`config.mk`:
```
export PLATFORM = sky130hd
export DESIGN_NAME = headset_jack_and_button_detector
export DESIGN_NICKNAME = d
export VERILOG_FILES = /design/src/hjbd_pkg.sv /design/src/headset_jack_and_button_detector.sv /design/src/hjbd_jack.sv /design/src/hjbd_button.sv
export SDC_FILE = /design/constraint.sdc
export NUM_CORES = 1
export LEC_CHECK = 0
export ABC_AREA = 1
export BUFFER_PORTS_ARGS = -buffer_cell sky130_fd_sc_hd__buf_2
export CORE_MARGIN = 5
export CORE_UTILIZATION = 51
export DETAILED_ROUTE_END_ITERATION = 10
export PLACE_DENSITY = 0.66
export RECOVER_POWER = 50
export REMOVE_ABC_BUFFERS = 1
export SLEW_MARGIN = 20
export SYNTH_ARGS = -nofsm -noshare
export SYNTH_HDL_FRONTEND = slang
export SYNTH_SLANG_ARGS = --single-unit
```
`constraint.sdc`:
```
create_clock -name clk -period 4.4 [get_ports clk]
set_input_delay 0.44 -clock clk [delete_from_list [all_inputs] [get_ports clk]]
set_output_delay 0.44 -clock clk [all_outputs]
set_load 0.005 [all_outputs]
```
`src/hjbd_pkg.sv`:
```
// Shared types, codes and helpers for the headset jack and button detector.
// Depends on nothing; imported by every module of the block.
package hjbd_pkg;

    // Configuration port geometry
    localparam int CFG_IDX_W  = 3;
    localparam int CFG_DATA_W = 10;
    localparam int CFG_CNT_W  = 4;
    localparam int CFG_IVL_W  = 8;

    // Widest timer the design supports; timers are cut down from this
    localparam int TMR_MAX_W  = 20;

    // Register indexes
    localparam logic [CFG_IDX_W-1:0] CFG_JACK_ABSENT   = 3'd0;
    localparam logic [CFG_IDX_W-1:0] CFG_JACK_PRESENT  = 3'd1;
    localparam logic [CFG_IDX_W-1:0] CFG_INSERT_SETTLE = 3'd2;
    localparam logic [CFG_IDX_W-1:0] CFG_BTN_FIRST     = 3'd3;
    localparam logic [CFG_IDX_W-1:0] CFG_BTN_PRESS     = 3'd4;
    localparam logic [CFG_IDX_W-1:0] CFG_BTN_RELEASE   = 3'd5;
    localparam logic [CFG_IDX_W-1:0] CFG_CONFIRM_CNT   = 3'd6;
    localparam logic [CFG_IDX_W-1:0] CFG_CONFIRM_IVL   = 3'd7;

    // Register reset values
    localparam logic [CFG_DATA_W-1:0] RST_JACK_ABSENT   = 10'd200;
    localparam logic [CFG_DATA_W-1:0] RST_JACK_PRESENT  = 10'd20;
    localparam logic [CFG_DATA_W-1:0] RST_INSERT_SETTLE = 10'd200;
    localparam logic [CFG_DATA_W-1:0] RST_BTN_FIRST     = 10'd50;
    localparam logic [CFG_DATA_W-1:0] RST_BTN_PRESS     = 10'd10;
    localparam logic [CFG_DATA_W-1:0] RST_BTN_RELEASE   = 10'd150;
    localparam logic [CFG_CNT_W-1:0]  RST_CONFIRM_CNT   = 4'd12;
    localparam logic [CFG_IVL_W-1:0]  RST_CONFIRM_IVL   = 8'd10;

    // Plug and button event codes
    localparam logic [1:0] PLUG_NONE     = 2'd0;
    localparam logic [1:0] PLUG_INSERTED = 2'd1;
    localparam logic [1:0] PLUG_REMOVED  = 2'd2;
    localparam logic [1:0] BTN_NONE      = 2'd0;
    localparam logic [1:0] BTN_PRESS     = 2'd1;
    localparam logic [1:0] BTN_RELEASE   = 2'd2;

    typedef enum logic [1:0] {
        JK_IDLE     = 2'd0,
        JK_DEBOUNCE = 2'd1,
        JK_SETTLE   = 2'd2
    } hjbd_jack_phase_t;

    typedef enum logic [1:0] {
        BT_IDLE     = 2'd0,
        BT_DEBOUNCE = 2'd1,
        BT_CONFIRM  = 2'd2
    } hjbd_btn_phase_t;

    // Which button debounce length applies next
    typedef enum logic [1:0] {
        CH_FIRST   = 2'd0,
        CH_PRESS   = 2'd1,
        CH_RELEASE = 2'd2
    } hjbd_choice_t;

    typedef struct packed {
        logic jack_level;
        logic button_level;
    } hjbd_in_t;

    typedef struct packed {
        logic       headset_present;
        logic       button_down;
        logic [1:0] plug_event;
        logic [1:0] button_event;
        logic       switch_enable;
    } hjbd_out_t;

    typedef struct packed {
        logic [CFG_DATA_W-1:0] jack_debounce_absent_ms;
        logic [CFG_DATA_W-1:0] jack_debounce_present_ms;
        logic [CFG_DATA_W-1:0] insert_settle_ms;
        logic [CFG_DATA_W-1:0] button_debounce_first_ms;
        logic [CFG_DATA_W-1:0] button_debounce_after_press_ms;
        logic [CFG_DATA_W-1:0] button_debounce_after_release_ms;
        logic [CFG_CNT_W-1:0]  confirm_samples;
        logic [CFG_IVL_W-1:0]  confirm_interval_ms;
    } hjbd_cfg_t;

    // Jack path status seen by the button path for the current tick
    typedef struct packed {
        logic was_present;
        logic present;
        logic inserted;
        logic removed;
        logic arm_ignore;
    } hjbd_jack_t;

    // Timer load value: zero acts as one, long values clip to tmax
    function automatic logic [TMR_MAX_W-1:0] load_len(
        input logic [CFG_DATA_W-1:0] len,
        input logic [TMR_MAX_W-1:0]  tmax
    );
        logic [TMR_MAX_W-1:0] l;
        l = {{(TMR_MAX_W-CFG_DATA_W){1'b0}}, len};
        if (l == '0)
        begin
            l = {{(TMR_MAX_W-1){1'b0}}, 1'b1};
        end
        if (l > tmax)
        begin
            l = tmax;
        end
        return l;
    endfunction

endpackage

```
`src/headset_jack_and_button_detector.sv`:
```
// Top level of the headset jack and button detector.
// Depends on hjbd_pkg, hjbd_jack and hjbd_button.
//
// Usage: send one request per 1 ms tick on the input channel (in_valid,
// in_stall, in_data) carrying the sampled jack pin (low = plug present) and
// button pin (high = held). Every request yields exactly one result on the
// output channel (out_valid, out_stall, out_data): presence, button state,
// plug and button events, and the popup switch enable drive.
// The request lands in an input register; once the result register is free,
// the jack and button logic update and load it. Throughput is one request
// per cycle while the receiver does not stall; the only state is a few
// flags and down-counters, updated in a single pass per request. When the
// receiver stalls, the result register holds its value and the input
// register still takes one more request, so in_stall rises only once both
// registers are full. Reset clears all state: no headset, long jack
// debounce, button idle, switch off, and loads the default register values.
// The user must write the registers through cfg_wr_en/cfg_index/cfg_wdata
// only while no request is in flight; the block does not enforce this.
module headset_jack_and_button_detector
    import hjbd_pkg::*;
#(
    parameter int TIMER_BITS = 10
)
(
    input  logic                  clk,
    input  logic                  rst_n,
    input  logic                  in_valid,
    output logic                  in_stall,
    input  hjbd_in_t              in_data,
    output logic                  out_valid,
    input  logic                  out_stall,
    output hjbd_out_t             out_data,
    input  logic                  cfg_wr_en,
    input  logic [CFG_IDX_W-1:0]  cfg_index,
    input  logic [CFG_DATA_W-1:0] cfg_wdata
);

    hjbd_cfg_t  cfg_reg;
    logic       s1_valid_reg;
    hjbd_in_t   s1_data_reg;
    logic       out_valid_reg;
    hjbd_out_t  out_data_reg, out_data_next;
    logic       step;
    hjbd_jack_t jack_status;

    // Pipeline handshake
    assign step      = s1_valid_reg && (!out_valid_reg || !out_stall);
    assign in_stall  = s1_valid_reg && !step;
    assign out_valid = out_valid_reg;
    assign out_data  = out_data_reg;

    // Configuration registers
    always_ff @(posedge clk or negedge rst_n)
    begin
        if (!rst_n)
        begin
            cfg_reg.jack_debounce_absent_ms          <= RST_JACK_ABSENT;
            cfg_reg.jack_debounce_present_ms         <= RST_JACK_PRESENT;
            cfg_reg.insert_settle_ms                 <= RST_INSERT_SETTLE;
            cfg_reg.button_debounce_first_ms         <= RST_BTN_FIRST;
            cfg_reg.button_debounce_after_press_ms   <= RST_BTN_PRESS;
            cfg_reg.button_debounce_after_release_ms <= RST_BTN_RELEASE;
            cfg_reg.confirm_samples                  <= RST_CONFIRM_CNT;
            cfg_reg.confirm_interval_ms              <= RST_CONFIRM_IVL;
        end
        else if (cfg_wr_en)
        begin
            case (cfg_index)
                CFG_JACK_ABSENT:   cfg_reg.jack_debounce_absent_ms          <= cfg_wdata;
                CFG_JACK_PRESENT:  cfg_reg.jack_debounce_present_ms         <= cfg_wdata;
                CFG_INSERT_SETTLE: cfg_reg.insert_settle_ms                 <= cfg_wdata;
                CFG_BTN_FIRST:     cfg_reg.button_debounce_first_ms         <= cfg_wdata;
                CFG_BTN_PRESS:     cfg_reg.button_debounce_after_press_ms   <= cfg_wdata;
                CFG_BTN_RELEASE:   cfg_reg.button_debounce_after_release_ms <= cfg_wdata;
                CFG_CONFIRM_CNT:   cfg_reg.confirm_samples     <= cfg_wdata[CFG_CNT_W-1:0];
                CFG_CONFIRM_IVL:   cfg_reg.confirm_interval_ms <= cfg_wdata[CFG_IVL_W-1:0];
                default:           cfg_reg <= cfg_reg;
            endcase
        end
    end

    // Jack path
    hjbd_jack #(
        .TIMER_BITS (TIMER_BITS)
    ) u_jack (
        .clk           (clk),
        .rst_n         (rst_n),
        .step          (step),
        .jack_level    (s1_data_reg.jack_level),
        .cfg           (cfg_reg),
        .status        (jack_status),
        .plug_event    (out_data_next.plug_event),
        .switch_enable (out_data_next.switch_enable)
    );

    assign out_data_next.headset_present = jack_status.present;

    // Button path
    hjbd_button #(
        .TIMER_BITS (TIMER_BITS)
    ) u_button (
        .clk          (clk),
        .rst_n        (rst_n),
        .step         (step),
        .button_level (s1_data_reg.button_level),
        .jack         (jack_status),
        .cfg          (cfg_reg),
        .button_down  (out_data_next.button_down),
        .button_event (out_data_next.button_event)
    );

    // Input register
    always_ff @(posedge clk or negedge rst_n)
    begin
        if (!rst_n)
        begin
            s1_valid_reg <= 1'b0;
        end
        else if (in_valid && !in_stall)
        begin
            s1_valid_reg <= 1'b1;
        end
        else if (step)
        begin
            s1_valid_reg <= 1'b0;
        end
    end

    always_ff @(posedge clk)
    begin
        if (in_valid && !in_stall)
        begin
            s1_data_reg <= in_data;
        end
    end

    // Result register
    always_ff @(posedge clk or negedge rst_n)
    begin
        if (!rst_n)
        begin
            out_valid_reg <= 1'b0;
        end
        else if (step)
        begin
            out_valid_reg <= 1'b1;
        end
        else if (!out_stall)
        begin
            out_valid_reg <= 1'b0;
        end
    end

    always_ff @(posedge clk)
    begin
        if (step)
        begin
            out_data_reg <= out_data_next;
        end
    end

    // Result consistency checks
    a_insert_present: assert property (@(posedge clk) disable iff (!rst_n)
        (out_valid_reg && out_data_reg.plug_event == PLUG_INSERTED)
            |-> out_data_reg.headset_present)
        else $error("insertion reported without presence");

    a_remove_clears: assert property (@(posedge clk) disable iff (!rst_n)
        (out_valid_reg && out_data_reg.plug_event == PLUG_REMOVED)
            |-> (!out_data_reg.headset_present && !out_data_reg.button_down
                 && !out_data_reg.switch_enable))
        else $error("removal left presence, button or switch set");

    a_button_needs_headset: assert property (@(posedge clk) disable iff (!rst_n)
        (out_valid_reg && out_data_reg.button_down) |-> out_data_reg.headset_present)
        else $error("button reported down without a headset");

    a_press_sets_down: assert property (@(posedge clk) disable iff (!rst_n)
        (out_valid_reg && out_data_reg.button_event == BTN_PRESS)
            |-> out_data_reg.button_down)
        else $error("press reported but button not down");

    a_step_fills_output: assert property (@(posedge clk) disable iff (!rst_n)
        step |=> out_valid_reg)
        else $error("processed request did not reach the result register");

endmodule

```
`src/hjbd_jack.sv`:
```
// Jack sense path: debounce, popup switch settle and presence state.
// Depends on hjbd_pkg; instantiated by headset_jack_and_button_detector.
module hjbd_jack
    import hjbd_pkg::*;
#(
    parameter int TIMER_BITS = 10
)
(
    input  logic       clk,
    input  logic       rst_n,
    input  logic       step,
    input  logic       jack_level,
    input  hjbd_cfg_t  cfg,
    output hjbd_jack_t status,
    output logic [1:0] plug_event,
    output logic       switch_enable
);

    localparam logic [TMR_MAX_W-1:0] TMAX = TMR_MAX_W'((64'd1 << TIMER_BITS) - 64'd1);

    hjbd_jack_phase_t        phase_reg, phase_next;
    logic [TIMER_BITS-1:0]   timer_reg, timer_next;
    logic                    present_reg, present_next;
    logic                    long_reg, long_next;
    logic                    switch_reg, switch_next;
    logic                    last_reg;

    logic [TMR_MAX_W-1:0]    deb_len_w, settle_len_w;
    logic [TIMER_BITS-1:0]   t_dec;
    logic                    expired, disagree, in_settle;
    logic                    settle_done, start, deb_done;
    logic                    do_insert, do_remove, do_settle, settle_fail;

    // Loaded lengths
    assign deb_len_w    = load_len(long_reg ? cfg.jack_debounce_absent_ms
                                            : cfg.jack_debounce_present_ms, TMAX);
    assign settle_len_w = load_len(cfg.insert_settle_ms, TMAX);

    // Tick decode
    assign t_dec       = (timer_reg != '0) ? timer_reg - TIMER_BITS'(1) : '0;
    assign expired     = (t_dec == '0);
    assign disagree    = present_reg ? jack_level : !jack_level;
    assign in_settle   = (phase_reg == JK_SETTLE);
    assign settle_done = in_settle && expired;
    assign start       = !in_settle && disagree &&
                         ((phase_reg == JK_IDLE) || (jack_level != last_reg));
    assign deb_done    = !in_settle && !start && (phase_reg == JK_DEBOUNCE) && expired;
    assign do_insert   = settle_done && !jack_level;
    assign settle_fail = settle_done && jack_level;
    assign do_remove   = deb_done && jack_level && present_reg;
    assign do_settle   = deb_done && !jack_level && !present_reg;

    // Next state
    always_comb
    begin
        phase_next   = phase_reg;
        timer_next   = timer_reg;
        present_next = present_reg;
        long_next    = long_reg;
        switch_next  = switch_reg;
        case (phase_reg)
            JK_SETTLE:
            begin
                timer_next = t_dec;
                if (expired)
                begin
                    phase_next = JK_IDLE;
                end
            end
            JK_DEBOUNCE:
            begin
                if (start)
                begin
                    timer_next = deb_len_w[TIMER_BITS-1:0];
                end
                else
                begin
                    timer_next = t_dec;
                    if (expired)
                    begin
                        phase_next = JK_IDLE;
                    end
                end
            end
            default:
            begin
                phase_next = JK_IDLE;
                if (start)
                begin
                    phase_next = JK_DEBOUNCE;
                    timer_next = deb_len_w[TIMER_BITS-1:0];
                end
            end
        endcase
        if (do_settle)
        begin
            phase_next  = JK_SETTLE;
            timer_next  = settle_len_w[TIMER_BITS-1:0];
            switch_next = 1'b1;
        end
        if (do_insert)
        begin
            present_next = 1'b1;
            long_next    = 1'b0;
        end
        if (settle_fail)
        begin
            switch_next = 1'b0;
        end
        if (do_remove)
        begin
            present_next = 1'b0;
            long_next    = 1'b1;
            switch_next  = 1'b0;
        end
    end

    // Outputs for this tick
    always_comb
    begin
        status.was_present = present_reg;
        status.present     = present_next;
        status.inserted    = do_insert;
        status.removed     = do_remove;
        status.arm_ignore  = start && present_reg;
        switch_enable      = switch_next;
        if (do_insert)
        begin
            plug_event = PLUG_INSERTED;
        end
        else if (do_remove)
        begin
            plug_event = PLUG_REMOVED;
        end
        else
        begin
            plug_event = PLUG_NONE;
        end
    end

    always_ff @(posedge clk or negedge rst_n)
    begin
        if (!rst_n)
        begin
            phase_reg   <= JK_IDLE;
            timer_reg   <= '0;
            present_reg <= 1'b0;
            long_reg    <= 1'b1;
            switch_reg  <= 1'b0;
            last_reg    <= 1'b1;
        end
        else if (step)
        begin
            phase_reg   <= phase_next;
            timer_reg   <= timer_next;
            present_reg <= present_next;
            long_reg    <= long_next;
            switch_reg  <= switch_next;
            last_reg    <= jack_level;
        end
    end

endmodule

```
`src/hjbd_button.sv`:
```
// Button path: debounce, confirmation sampling and press/release decision.
// Depends on hjbd_pkg and the jack status from hjbd_jack.
module hjbd_button
    import hjbd_pkg::*;
#(
    parameter int TIMER_BITS = 10
)
(
    input  logic       clk,
    input  logic       rst_n,
    input  logic       step,
    input  logic       button_level,
    input  hjbd_jack_t jack,
    input  hjbd_cfg_t  cfg,
    output logic       button_down,
    output logic [1:0] button_event
);

    localparam logic [TMR_MAX_W-1:0] TMAX = TMR_MAX_W'((64'd1 << TIMER_BITS) - 64'd1);

    hjbd_btn_phase_t        phase_reg, phase_next;
    logic [TIMER_BITS-1:0]  timer_reg, timer_next;
    logic [CFG_CNT_W-1:0]   count_reg, count_next;
    logic                   seen_reg, seen_next;
    hjbd_choice_t           choice_reg, choice_next;
    logic                   pressed_reg, pressed_next;
    logic                   ignore_reg, ignore_next;

    logic [CFG_DATA_W-1:0]  deb_sel;
    logic [TMR_MAX_W-1:0]   deb_len_w, ivl_len_w;
    logic [TIMER_BITS-1:0]  t_dec;
    logic [CFG_CNT_W-1:0]   cnt_dec;
    logic                   run, ign_eff, expired, in_conf;
    logic                   conf_tick, conf_abort, conf_ok, conf_last;
    logic                   change, deb_tick, deb_direct;
    logic                   decide_en, do_press, do_release, rel_remove;

    // Debounce length by last decision
    always_comb
    begin
        case (choice_reg)
            CH_PRESS:   deb_sel = cfg.button_debounce_after_press_ms;
            CH_RELEASE: deb_sel = cfg.button_debounce_after_release_ms;
            default:    deb_sel = cfg.button_debounce_first_ms;
        endcase
    end

    assign deb_len_w = load_len(deb_sel, TMAX);
    assign ivl_len_w = load_len({{(CFG_DATA_W-CFG_IVL_W){1'b0}}, cfg.confirm_interval_ms},
                                TMAX);

    // Tick decode
    assign run        = jack.was_present && jack.present;
    assign ign_eff    = ignore_reg || jack.arm_ignore;
    assign t_dec      = (timer_reg != '0) ? timer_reg - TIMER_BITS'(1) : '0;
    assign expired    = (t_dec == '0);
    assign cnt_dec    = (count_reg != '0) ? count_reg - CFG_CNT_W'(1) : '0;
    assign in_conf    = (phase_reg == BT_CONFIRM);
    assign conf_tick  = run && in_conf && expired;
    assign conf_abort = conf_tick && (button_level != seen_reg);
    assign conf_ok    = conf_tick && (button_level == seen_reg);
    assign conf_last  = conf_ok && (cnt_dec == '0);
    assign change     = run && !in_conf && (button_level != seen_reg);
    assign deb_tick   = run && !in_conf && !change && (phase_reg == BT_DEBOUNCE) && expired;
    assign deb_direct = deb_tick && (cfg.confirm_samples == '0);

    // Decision: the decided level always equals the stored level
    assign decide_en  = conf_last || deb_direct;
    assign do_press   = decide_en && seen_reg && !ign_eff && !pressed_reg;
    assign do_release = decide_en && !seen_reg && !ign_eff && pressed_reg;
    assign rel_remove = jack.removed && pressed_reg;

    // Next state
    always_comb
    begin
        phase_next   = phase_reg;
        timer_next   = timer_reg;
        count_next   = count_reg;
        seen_next    = seen_reg;
        choice_next  = choice_reg;
        pressed_next = pressed_reg;
        ignore_next  = ign_eff;
        if (run)
        begin
            case (phase_reg)
                BT_CONFIRM:
                begin
                    timer_next = t_dec;
                    if (conf_abort)
                    begin
                        phase_next = BT_IDLE;
                    end
                    if (conf_ok)
                    begin
                        count_next = cnt_dec;
                        if (!conf_last)
                        begin
                            timer_next = ivl_len_w[TIMER_BITS-1:0];
                        end
                    end
                end
                BT_DEBOUNCE:
                begin
                    if (change)
                    begin
                        timer_next = deb_len_w[TIMER_BITS-1:0];
                    end
                    else
                    begin
                        timer_next = t_dec;
                        if (deb_tick)
                        begin
                            count_next = cfg.confirm_samples;
                            if (!deb_direct)
                            begin
                                phase_next = BT_CONFIRM;
                                timer_next = ivl_len_w[TIMER_BITS-1:0];
                            end
                        end
                    end
                end
                default:
                begin
                    phase_next = BT_IDLE;
                    if (change)
                    begin
                        phase_next = BT_DEBOUNCE;
                        timer_next = deb_len_w[TIMER_BITS-1:0];
                    end
                end
            endcase
            if (change)
            begin
                seen_next = button_level;
            end
        end
        if (decide_en)
        begin
            phase_next  = BT_IDLE;
            choice_next = seen_reg ? CH_PRESS : CH_RELEASE;
            if (!seen_reg && ign_eff)
            begin
                ignore_next = 1'b0;
            end
        end
        if (do_press)
        begin
            pressed_next = 1'b1;
        end
        if (do_release)
        begin
            pressed_next = 1'b0;
        end
        if (jack.inserted)
        begin
            phase_next = BT_IDLE;
            seen_next  = 1'b0;
        end
        if (jack.removed)
        begin
            phase_next   = BT_IDLE;
            pressed_next = 1'b0;
        end
    end

    // Outputs for this tick
    always_comb
    begin
        button_down = pressed_next;
        if (do_press)
        begin
            button_event = BTN_PRESS;
        end
        else if (do_release || rel_remove)
        begin
            button_event = BTN_RELEASE;
        end
        else
        begin
            button_event = BTN_NONE;
        end
    end

    always_ff @(posedge clk or negedge rst_n)
    begin
        if (!rst_n)
        begin
            phase_reg   <= BT_IDLE;
            timer_reg   <= '0;
            count_reg   <= '0;
            seen_reg    <= 1'b0;
            choice_reg  <= CH_FIRST;
            pressed_reg <= 1'b0;
            ignore_reg  <= 1'b0;
        end
        else if (step)
        begin
            phase_reg   <= phase_next;
            timer_reg   <= timer_next;
            count_reg   <= count_next;
            seen_reg    <= seen_next;
            choice_reg  <= choice_next;
            pressed_reg <= pressed_next;
            ignore_reg  <= ignore_next;
        end
    end

endmodule
```
Yosys cells after proc, flatten, opt, wreduce, memory -nomap -nowiden:

Cells that the tools add are included.

* input bits: 20
* word-level logic and storage cells: 219
* output and inout bits: 9
* bits in registers: 120

* $lt $le $gt $ge: 4
* reduce and logical (&&, ||, !) cells: 91
* add/subtract/negate cells: 3
* muxes and demuxes: 66
* equal/unequal tests: 25

Operators by type and width (count)
* 10-bit 2-to-1 mux: 19
* 10-bit one-hot mux with 2 select lines: 3
* 10-bit logical NOT: 5
* 1-bit logical AND: 36
* 10-bit greater-than comparator (second input constant): 3
* 2-bit 2-to-1 mux: 14
* 2-bit AND reduction: 12
* 1-bit 2-to-1 mux: 22
* 10-bit nonzero test: 2
* 10-bit by 1-bit subtractor with 10-bit output (second input constant): 2
* 4-bit 2-to-1 mux: 4
* 5-bit != test (second input constant): 3
* 1-bit logical NOT: 13
* 3-bit equality test (second input constant): 4
* 6-bit AND reduction: 2
* 4-bit nonzero test: 3
* 8-bit by 10-bit greater-than comparator with 1-bit output (second input constant): 1
* 2-bit nonzero test: 5
* 4-bit logical NOT: 2
* 8-bit logical NOT: 1
* 8-bit 2-to-1 mux: 1
* 2-bit one-hot mux with 2 select lines: 2
* 4-bit one-hot mux with 2 select lines: 1
* 2-bit by 1-bit equality test with 1-bit output (second input constant): 3
* 15 further kinds: 26

Depth between registers and ports, before layout:

Gate-level depths: netlist of the first run.

* depth after elaboration: 27
* mapped depth: 22
* depth with buffers taken out: 22

Cells and area by module:

Synthesis of the first run repeated with hierarchy kept, for this count alone.

* cell total of the unflattened synthesis: 1035
* area total of the unflattened synthesis: 7405.9 µm²

By module, submodules not included
* headset_jack_and_button_detector: sequential area each 2148.3 µm², times used 1, area an instance 3215.6 µm², cells an instance 348
* hjbd_button: sequential area each 525.5 µm², times used 1, area an instance 2309.7 µm², cells an instance 376
* hjbd_jack: sequential area each 402.9 µm², times used 1, area an instance 1880.6 µm², cells an instance 311

Worst setup path before layout of the first run:

OpenSTA, ideal clock, no wires.

* path kind: register to register
* from: reg u_jack.timer_reg[0]
* to: reg u_button.timer_reg[5]
* data required time: 4.283 ns
* library setup time: 0.117 ns
* path slack: 2.029 ns
* buffers on the path: 1
* cell stages (with the launch flop): 21
* data arrival time: 2.254 ns
* path through: dfrtp_1 -> inv_1 -> ha_1 -> nand2_1 -> nor2_1 -> nand3_1 -> nand3_1 -> nand2_1 -> inv_2 -> nand2_2 -> nor2_4 -> nand3_4 -> nand2_2 -> nor2_4 -> nand2_2 -> buf_6 -> nand2_1 -> o211ai_2 -> nand3_1 -> nand2_1 -> nand2_1

* cells in the longest elaborated chain, start to end: 19

RTL lines
* start, declared: RTL line hjbd_jack.sv:22 `logic [TIMER_BITS-1:0] timer_reg, timer_next;`
* start signal, assigned: RTL line hjbd_jack.sv:155 `timer_reg <= timer_next;`
* 10-bit by 1-bit subtractor with 10-bit output / 10-bit nonzero test (equally long branches): RTL line hjbd_jack.sv:40 `assign t_dec = (timer_reg != '0) ? timer_reg - TIMER_BITS'(1) : '0;`
* 10-bit 2-to-1 mux *: RTL line hjbd_jack.sv:40
* 10-bit logical NOT *: RTL line hjbd_jack.sv:41 `assign expired = (t_dec == '0);`
* 1-bit logical AND, on equally long branches: RTL line hjbd_jack.sv:44, hjbd_jack.sv:47
* 1-bit logical AND, on equally long branches: RTL line hjbd_jack.sv:48, hjbd_jack.sv:50
* 1-bit 2-to-1 mux / 1-bit logical AND (equally long branches): RTL line hjbd_jack.sv:101, hjbd_jack.sv:50
* 1-bit 2-to-1 mux *: RTL line hjbd_jack.sv:110 `if (do_remove)`
* 1-bit logical AND *: RTL line hjbd_button.sv:53 `assign run = jack.was_present && jack.present;`
* 1-bit logical AND: RTL line hjbd_button.sv:63, hjbd_button.sv:64
* 1-bit logical AND: RTL line hjbd_button.sv:63 `assign change = run && !in_conf && (button_level != seen_reg);`
* 1-bit logical NOT: RTL line hjbd_button.sv:64 `assign deb_tick = run && !in_conf && !change && (phase_reg == BT_DEBOUNCE) && expired;`
* 1-bit logical AND (3 in a row): RTL line hjbd_button.sv:64
* 1-bit logical AND: RTL line hjbd_button.sv:65 `assign deb_direct = deb_tick && (cfg.confirm_samples == '0);`
* 10-bit 2-to-1 mux: RTL line hjbd_button.sv:114 `if (!deb_direct)`
* 10-bit 2-to-1 mux: RTL line hjbd_button.sv:111 `if (deb_tick)`
* 10-bit 2-to-1 mux: RTL line hjbd_button.sv:104 `if (change)`
* 10-bit one-hot mux with 2 select lines: RTL line hjbd_button.sv:85 `case (phase_reg)`
* end signal, assigned: RTL line hjbd_button.sv:199 `timer_reg <= timer_next;`
* end, declared: RTL line hjbd_button.sv:22 `logic [TIMER_BITS-1:0] timer_reg, timer_next;`

Mark *: on every way between the ends. The rest lies on a longest branch, timed or not.
A chain may end at the register's enable or synchronous reset.

Final worst setup path of the first run:

* from: reg u_jack.timer_reg[0]
* to: reg u_button.timer_reg[9]

The elaborated chain is that of the path after synthesis.

==> impl_results.md, run 1 <==
* Status: complete, but fails checks
* Failing checks: max-capacitance violations, max-slew violations
* Switching Fraction at 0.365
* Slew margin rel. at -0.351
* Routability Congestion at 0.901
* Clock latency on the worst-skew pair at 0.42 ns
* Setup-failing EPs final at 0
* H-tree Lvls at 4
* Drt total wl at 17800 um
* Vias in the first global route at 5862
* Placed inst area at 6980 sq um
* CP required at 4.71 ns
* Hold Path Stages at 1
* RSZ-0062 raised after global routing: no
* DIE AREA at 15600 sq um
* Via density at 5.60
* R2R Setup Slk at 1.20 ns
* Crit start category: flip-flop
* Overflow after GRT at 0
* Pwr dens at 527 nW/um^2
* Post-CTS Resized at 0
* Pre-CTS WS at 1.30 ns
* Antenna violations before repair at 0
* CTS Hold Bufs at 0
* Die height at 125 um
* Psw at 0.00145 W
* EDFF count, synth at 9
* Final Critical Period at 3.20 ns
* First-pass GRT wire length at 29600 um
* Asr flop ratio synth at 0.925
* Iter 0 DRT Violations at 530
* Area grow syn2layout at 11.6%
* Leakage at 3.56 nW
* Most common cell on crit path: inv_2
* Top delay family on crit path: simple AND/OR/NAND/NOR gates
* Crit path max fanout at 18
* CP Class: reg -> reg
* Pins Over Slew Limit at 114
* Chip Width at 125 um
* GRT Total Usage at 0.236
* Clock Power Share at 0.336
* Core Box Area at 13100 sq um
* Total clock sinks at 120
* DRC viols at 0
* Ys flop type: dfrtp_1
* Clock Skew at 0.00915 ns
* Max stage delay on crit path at 0.46 ns
* Met2 Use GR at 0.385
* Dpl cells at 1039
* Sequential share of power at 0.377
* Non-filler instance count after layout at 1071
* # rows at 42
* CTS Root Cell: clkbuf_16
* Measured slew at the worst slew-check pin at 2.03 ns
* Largest register FFs at 72
* DR pass1 iterations at 6
* Port Buffer Count at 28
* Fraction of layout cells with a size suffix above 1 at 0.142
* Final setup margin at 1.20 ns
* Hold Fails Final Rpt at 0
* Fin nets at 913
* Synth cell count leaders: nand2_1 (231), o21ai_0 (108), inv_1 (94), dfrtp_1 (88), nand3_1 (67)
* Worst-path cell chain: inv_1 > ha_1 > inv_1 > nor2_2 > nand3_2 > nand3_1 > nand2_1 > inv_2 > nand2_2 > nor2_4 > nand3_4 > nand4_4 > inv_2 > a21oi_4 > inv_2 > nor2_1 > a21oi_2
* Antenna cells at 0
* Setup bufs post-CTS at 0
* Synth area leader: dfrtp_1
* Worst IR Drop VDD at 0.303 mV
* Routed via count at 5994
* R2R cell count at 17
* Sum Neg Setup Slack at 0 ns
* Area contributors post-synth: dfrtp_1 (33%), nand2_1 (13%), dfstp_2 (9.0%)
* Met1 Resource Use GR at 0.310
* Cells after Synth at 863
* CTS Buffer Depth at 2
* TritonCTS clock tree: yes
* Sequential cell area fraction in the yosys report at 0.456
* Post-DRT Antenna Nets at 0
* Yosys reg bits at 120
* Post-Syn Area at 6750 sq um
* MaxCap Viol Count at 2
* FF-to-FF End: u_button.timer_reg[9]$_DFFE_PN0P_
* Period Utilization, post-route at 0.728
* Synth top area share at 0.326
* Pin count of the biggest net entering global routing at 84
* IO Count at 29
* Synth cell types at 49
* GR Util met3 at 0.0503
* Clock transition at path regs at 0.06 ns
* Synthesized area per cell at 7.82 sq um
* Hold wc startpoint: in_data[1]
* TritonCTS buffer count at 17
* Hold WC Path Type: in -> reg
* Int Power at 0.00252 W
* Synth warnings at 0
* Gr busiest metal: met2
* Crit path buffers/inverters at 5
* Wire per inst at 16.7 um
* Initial core utilization at 0.516
* Slowest CP cell: a21oi_4
* Max frequency at 312 MHz
* Element type at the critical path end: flip-flop
* Comb power frac at 0.287
* Cell area after layout at 7530 sq um
* Post-DP HPWL at 12800 um
* Hold endpoint: s1_data_reg[1]$_DFFE_PP_
* Most frequent cell after synthesis: nand2_1
* Reg-to-reg critical path startpoint: u_jack.timer_reg[0]$_DFFE_PN0P_
* Worst Path Arrival at 3.52 ns
==> final cells by class <==
| class | count | area [sq um] |
|---|---|---|
| clock buffer | 22 | 465 |
| clock inverter | 10 | 95.1 |
| fill | 1190 | 5550 |
| inverter | 109 | 409 |
| multi-input combinational | 603 | 3110 |
| sequential | 120 | 3080 |
| tap | 176 | 220 |
| timing repair buffer | 31 | 154 |
==> layer usage <==
metal | vias to the layer above | wire length (um) | part of all wire
met5 | - | 0 | 0
met4 | 0 | 463 | 0.026
met3 | 34 | 810 | 0.045
met2 | 196 | 8600 | 0.48
met1 | 2873 | 7970 | 0.45
li1 | 2891 | - | -
==> power by group through the flow <==
stage	sequential, W	combinational [W]	clock [W]
after global placement	0.00151	0.00110	0
final	0.00150	0.00114	0.00133
after global routing	0.00152	0.00128	0.00140
after CTS	0.00150	0.00113	0.00134
after floorplan	0.00146	0.000827	0
after detailed placement	0.00151	0.00111	0
==> worst reg2reg max path, cell delays in order (launching register included) <==
cell,delay [ns]
dfrtp_1,0.37
inv_1,0.20
ha_1,0.19
inv_1,0.04
nor2_2,0.13
nand3_2,0.25
nand3_1,0.25
nand2_1,0.10
inv_2,0.06
nand2_2,0.07
nor2_4,0.15
nand3_4,0.17
nand4_4,0.23
inv_2,0.17
a21oi_4,0.46
inv_2,0.09
nor2_1,0.13
a21oi_2,0.04
==> per-stage QoR <==
stage | total power (W) | utilization | hold WS, ns
floorplan | 0.00229 | - | 0.144
global placement | 0.00261 | 0.534 | 0.451
CTS | 0.00396 | 0.577 | 0.195
global route | 0.00420 | 0.576 | 0.192
finish | 0.00397 | 0.576 | 0.196
detailed placement | 0.00262 | 0.534 | 0.468
==> worst max path at each step <==
stage	startpoint	to	cells past startpoint
3_3_place_gp	u_jack.timer_reg[0]$_DFFE_PN0P_	u_button.timer_reg[9]$_DFFE_PN0P_	17
2_1_floorplan	u_jack.timer_reg[0]$_DFFE_PN0P_	u_button.timer_reg[9]$_DFFE_PN0P_	17
5_1_grt	rst_n	u_button.timer_reg[0]$_DFFE_PN0P_	2
6_report	u_jack.timer_reg[0]$_DFFE_PN0P_	u_button.timer_reg[9]$_DFFE_PN0P_	17
3_5_place_dp	u_jack.timer_reg[0]$_DFFE_PN0P_	u_button.timer_reg[9]$_DFFE_PN0P_	17
4_1_cts	u_jack.timer_reg[0]$_DFFE_PN0P_	u_button.timer_reg[9]$_DFFE_PN0P_	17
==> logic make-up (layout without fill, tap and decap cells) <==
family	Yosys count	after routing	synth area share
and+or+nand+nor	386	386	0.251
DFF	120	120	0.456
muxes	11	11	0.0165
xor gates and xnor gates	6	6	0.00779
buffers and inverters	140	172	0.0827
adders and majority gates	11	11	0.0204
AOI/OAI and AO/OA	189	189	0.165
==> layout by cell type (no fill, tap or decap), drive strengths merged <==
cell,Yosys,layout
xor2,4,4
nand3b,3,3
o22ai,3,3
a221o,1,1
o21ai,122,122
bufinv,0,1
o311ai,2,2
a41oi,1,1
a211oi,2,2
o2bb2ai,1,1
nor4,4,4
nor3,3,3
edfxtp,9,9
a22o,1,1
clkbuf,22,26
o221ai,4,4
dfstp,23,23
clkinvlp,0,2
dfrtp,88,88
inv,106,109
ha,11,11
a221oi,1,1
nand2,239,239
a21oi,31,31
nor2,56,56
nand3,70,70
o211ai,17,17
o41ai,1,1
mux2i,10,10
buf,9,27
nand4,11,11
clkinv,3,7
a21boi,1,1
o31ai,1,1
mux2,1,1
xnor2,2,2
Power figures use the tool's default switching activity.
==> run 2: changes to the inputs <==
--- a/config.mk
+++ b/config.mk
@@ -5,7 +5,7 @@
 export SDC_FILE = /design/constraint.sdc
 export NUM_CORES = 1
 export LEC_CHECK = 0
-export ABC_AREA = 1
+export ABC_AREA = 0
 export BUFFER_PORTS_ARGS = -buffer_cell sky130_fd_sc_hd__buf_2
 export CORE_MARGIN = 5
 export CORE_UTILIZATION = 51
==> constraint.sdc (replaced) <==
create_clock -name clk -period 3.3 [get_ports clk]
set_input_delay 0.33 -clock clk [delete_from_list [all_inputs] [get_ports clk]]
set_output_delay 0.33 -clock clk [all_outputs]
set_load 0.005 [all_outputs]
==> run 2 against run 1 <==
  * The flow still finishes with violations (max-capacitance violations, max-slew violations)
  * Cell count decreased by 20%
  * Total power increased by 61%
  * Register-to-register slack got worse by 1.1 ns
  * Critical path depth decreased by 8
  * Highest routed layer unchanged
  * Sequential power increased by 55%
  * Clock power increased by 33%
  * Fmax increased by 0.50%
==> impl_results.md, run 2 <==
* Post-DRT Antenna Nets at 0
* Max frequency at 314 MHz
* Core Box Area at 13100 sq um
* Overflow after GRT at 0
* Post-Synth Adder-Cell Area at 0.0203
* Final setup margin at 0.111 ns
* Failing checks: max-capacitance violations, max-slew violations
* Post-Syn Area at 6770 sq um
* Area share of and/or/nand/nor cells after synthesis at 0.163
* Worst IR Drop VDD at 0.522 mV
* Slew margin rel. at -0.151
* Post-layout util at 0.585
* Pins Over Slew Limit at 70
* Largest register FFs at 72
* Synthesized area per cell at 10.6 sq um
* Routed via count at 5227
* CTS Hold Bufs at 0
* EDFF count, synth at 9
* Most common cell after layout, fill and taps aside: dfrtp_1
* Wire per inst at 18.9 um
* Drt total wl at 16300 um
* Most frequent cells in the layout: dfrtp_1 (88), mux2_2 (74), nand2_1 (46)
* Yosys reg bits at 120
* Hold WC Path Type: in -> reg
* Fin nets at 703
* Synth cell types at 79
* Tot Pwr at 0.00639 W
* Most frequent cell after synthesis: dfrtp_1
* Initial core utilization at 0.515
* Sequential cell area fraction in the yosys report at 0.455
* Element type at the critical path end: flip-flop
* Crit start category: flip-flop
* CTS Buffer Depth at 2
* Dpl cells at 829
* Synth cell count leaders: dfrtp_1 (88), mux2_2 (74), nand2_1 (46), nor2_1 (27), o21ai_0 (26)
* MaxCap Viol Count at 1
* IO Count at 29
* # rows at 42
* Die height at 125 um
* Non-filler instance count after layout at 861
* CTS Root Cell: clkbuf_16
* Clock Skew at 0.00670 ns
* First-pass GRT wire length at 27300 um
* Fraction of layout cells with a size suffix above 1 at 0.277
* CP Class: reg -> reg
* DIE AREA at 15700 sq um
* Total clock sinks at 120
* Pwr dens at 832 nW/um^2
* Synth Area in XOR/XNOR at 0.0168
* Post-DP HPWL at 11900 um
* Final Critical Period at 3.19 ns
* Ys flop type: dfrtp_1
* Crit path max fanout at 7
* Largest family of logic cells by synthesized area: simple AND/OR/NAND/NOR gates
* Fillcell total at 1155
* Antenna violations before repair at 0
* Area contributors post-synth: dfrtp_1 (33%), mux2_2 (12%), dfstp_2 (8.9%)
* H-tree Lvls at 4
* TritonCTS clock tree: yes
* Period Utilization, post-route at 0.966
* TritonCTS buffer count at 17
* Leakage at 3.16 nW
* Synth warnings at 0
* Synth top area share at 0.325
* Status: complete, but fails checks
* Vias in the first global route at 5206
* Pre-CTS WS at 0.168 ns
* Hold Fails Final Rpt at 0
* Chip Width at 125 um
* Setup-failing EPs final at 0
* Clock latency on the worst-skew pair at 0.41 ns
* DR pass1 iterations at 5
* Port Buffer Count at 28
* Iter 0 DRT Violations at 394
* Area grow syn2layout at 13.5%
* Compound-gate portion of the synthesized area at 0.152
* Asr flop ratio synth at 0.925
* DRC viols at 0
* Mux share of post-synthesis cell area at 0.159
* Worst Path Arrival at 3.48 ns
* Clock transition at path regs at 0.05 ns
* Routability Congestion at 0.867
* Measured slew at the worst slew-check pin at 1.73 ns
* Cells after Synth at 639
* CP required at 3.59 ns
* Synth area leader: dfrtp_1
* Antenna cells at 0
* GRT Total Usage at 0.216
* Via density at 6.07
* Pin count of the biggest net entering global routing at 70
run 2: cell count changes after synthesis, sizes merged, moves of 7 or more:
cell,previous run,this run
nand2,239,47
inv,106,22
o21ai,122,39
mux2,1,74
nand3,70,11
nor2,56,28
nor3,3,25
o211ai,17,2
mux2i,10,24
a22oi,0,12
nor4,4,16
nor2b,0,10
o22ai,3,10
run 2: repair_timing:
item,in CTS,in global routing
endpoints found under the setup margin,0,7
setup buffers,0,0
endpoints found under the hold margin,0,0
gates resized for setup,0,2
run 2: cells by family (layout without fill, tap and decap cells):
family / Yosys count / after routing
AO/OA/AOI/OAI: 149 / 149
AND/OR/NAND/NOR: 194 / 194
multiplexers: 98 / 98
buffers and inverters: 54 / 100
adder cells (fa/ha/maj): 11 / 11
flip-flops: 120 / 120
XOR/XNOR: 13 / 13
run 2: area by class of cell:
| class | count | area, sq um | share of cell area |
|---|---|---|---|
| inverters | 22 | 82.6 | 0.0108 |
| well taps | 176 | 220 | 0.0287 |
| clock inverters | 10 | 95.1 | 0.0124 |
| clock buffers | 22 | 474 | 0.0617 |
| flip-flops and latches | 120 | 3080 | 0.401 |
| repair buffers | 46 | 254 | 0.0331 |
| multi-input cells | 465 | 3480 | 0.453 |
run 2: worst max-delay path, stage by stage (launching register included):
cell and delay, ns:
dfrtp_1 0.43, inv_1 0.09, ha_1 0.37, or3b_2 0.45, a211oi_1 0.32, a311oi_1 0.13, or4b_4 0.60, nand2_1 0.21
o32ai_2 0.14, a211o_1 0.31
run 2: path summary, 6_finish.rpt:
path	start	endpoint	slack (ns)	depth (start not counted)
setup / recovery	u_jack.timer_reg[0]$_DFFE_PN0P_	u_button.timer_reg[2]$_DFFE_PN0P_	0.11	9
hold / removal	in_data[1]	s1_data_reg[1]$_DFFE_PP_	0.1	1
setup reg to reg	u_jack.timer_reg[0]$_DFFE_PN0P_	u_button.timer_reg[2]$_DFFE_PN0P_	0.11	9
hold reg to reg	s1_valid_reg$_DFFE_PN0P_	out_valid$_DFFE_PN0P_	0.50	1
max in group asynchronous	rst_n	u_button.timer_reg[9]$_DFFE_PN0P_	1.03	2
min in group asynchronous	rst_n	cfg_reg[15]$_DFFE_PN0P_	0.37	1
run 2: layer usage:
layer,global-route usage,part of all wire
met1,0.307,0.48
met5,0,0
met4,0.0542,0.013
met3,0.0478,0.045
met2,0.338,0.46
run 2: power breakdown:
group / internal (W) / leakage, nW / switching (W)
clock network: 0.00110 / 0.276 / 0.000673
logic: 0.00100 / 1.49 / 0.00129
registers: 0.00190 / 1.39 / 0.000428
total: 0.00400 / 3.16 / 0.00239
run 2: through the flow:
| step | hold slack (ns) | TNS (ns) | cell area [sq um] |
|---|---|---|---|
| floorplan | 0.0344 | 0 | 6620 |
| global placement | 0.464 | 0 | 7120 |
| detailed placement | 0.494 | 0 | 7120 |
| CTS | 0.0673 | 0 | 7690 |
| global route | 0.0840 | -1.83 | 7680 |
| finish | 0.0969 | 0 | 7680 |
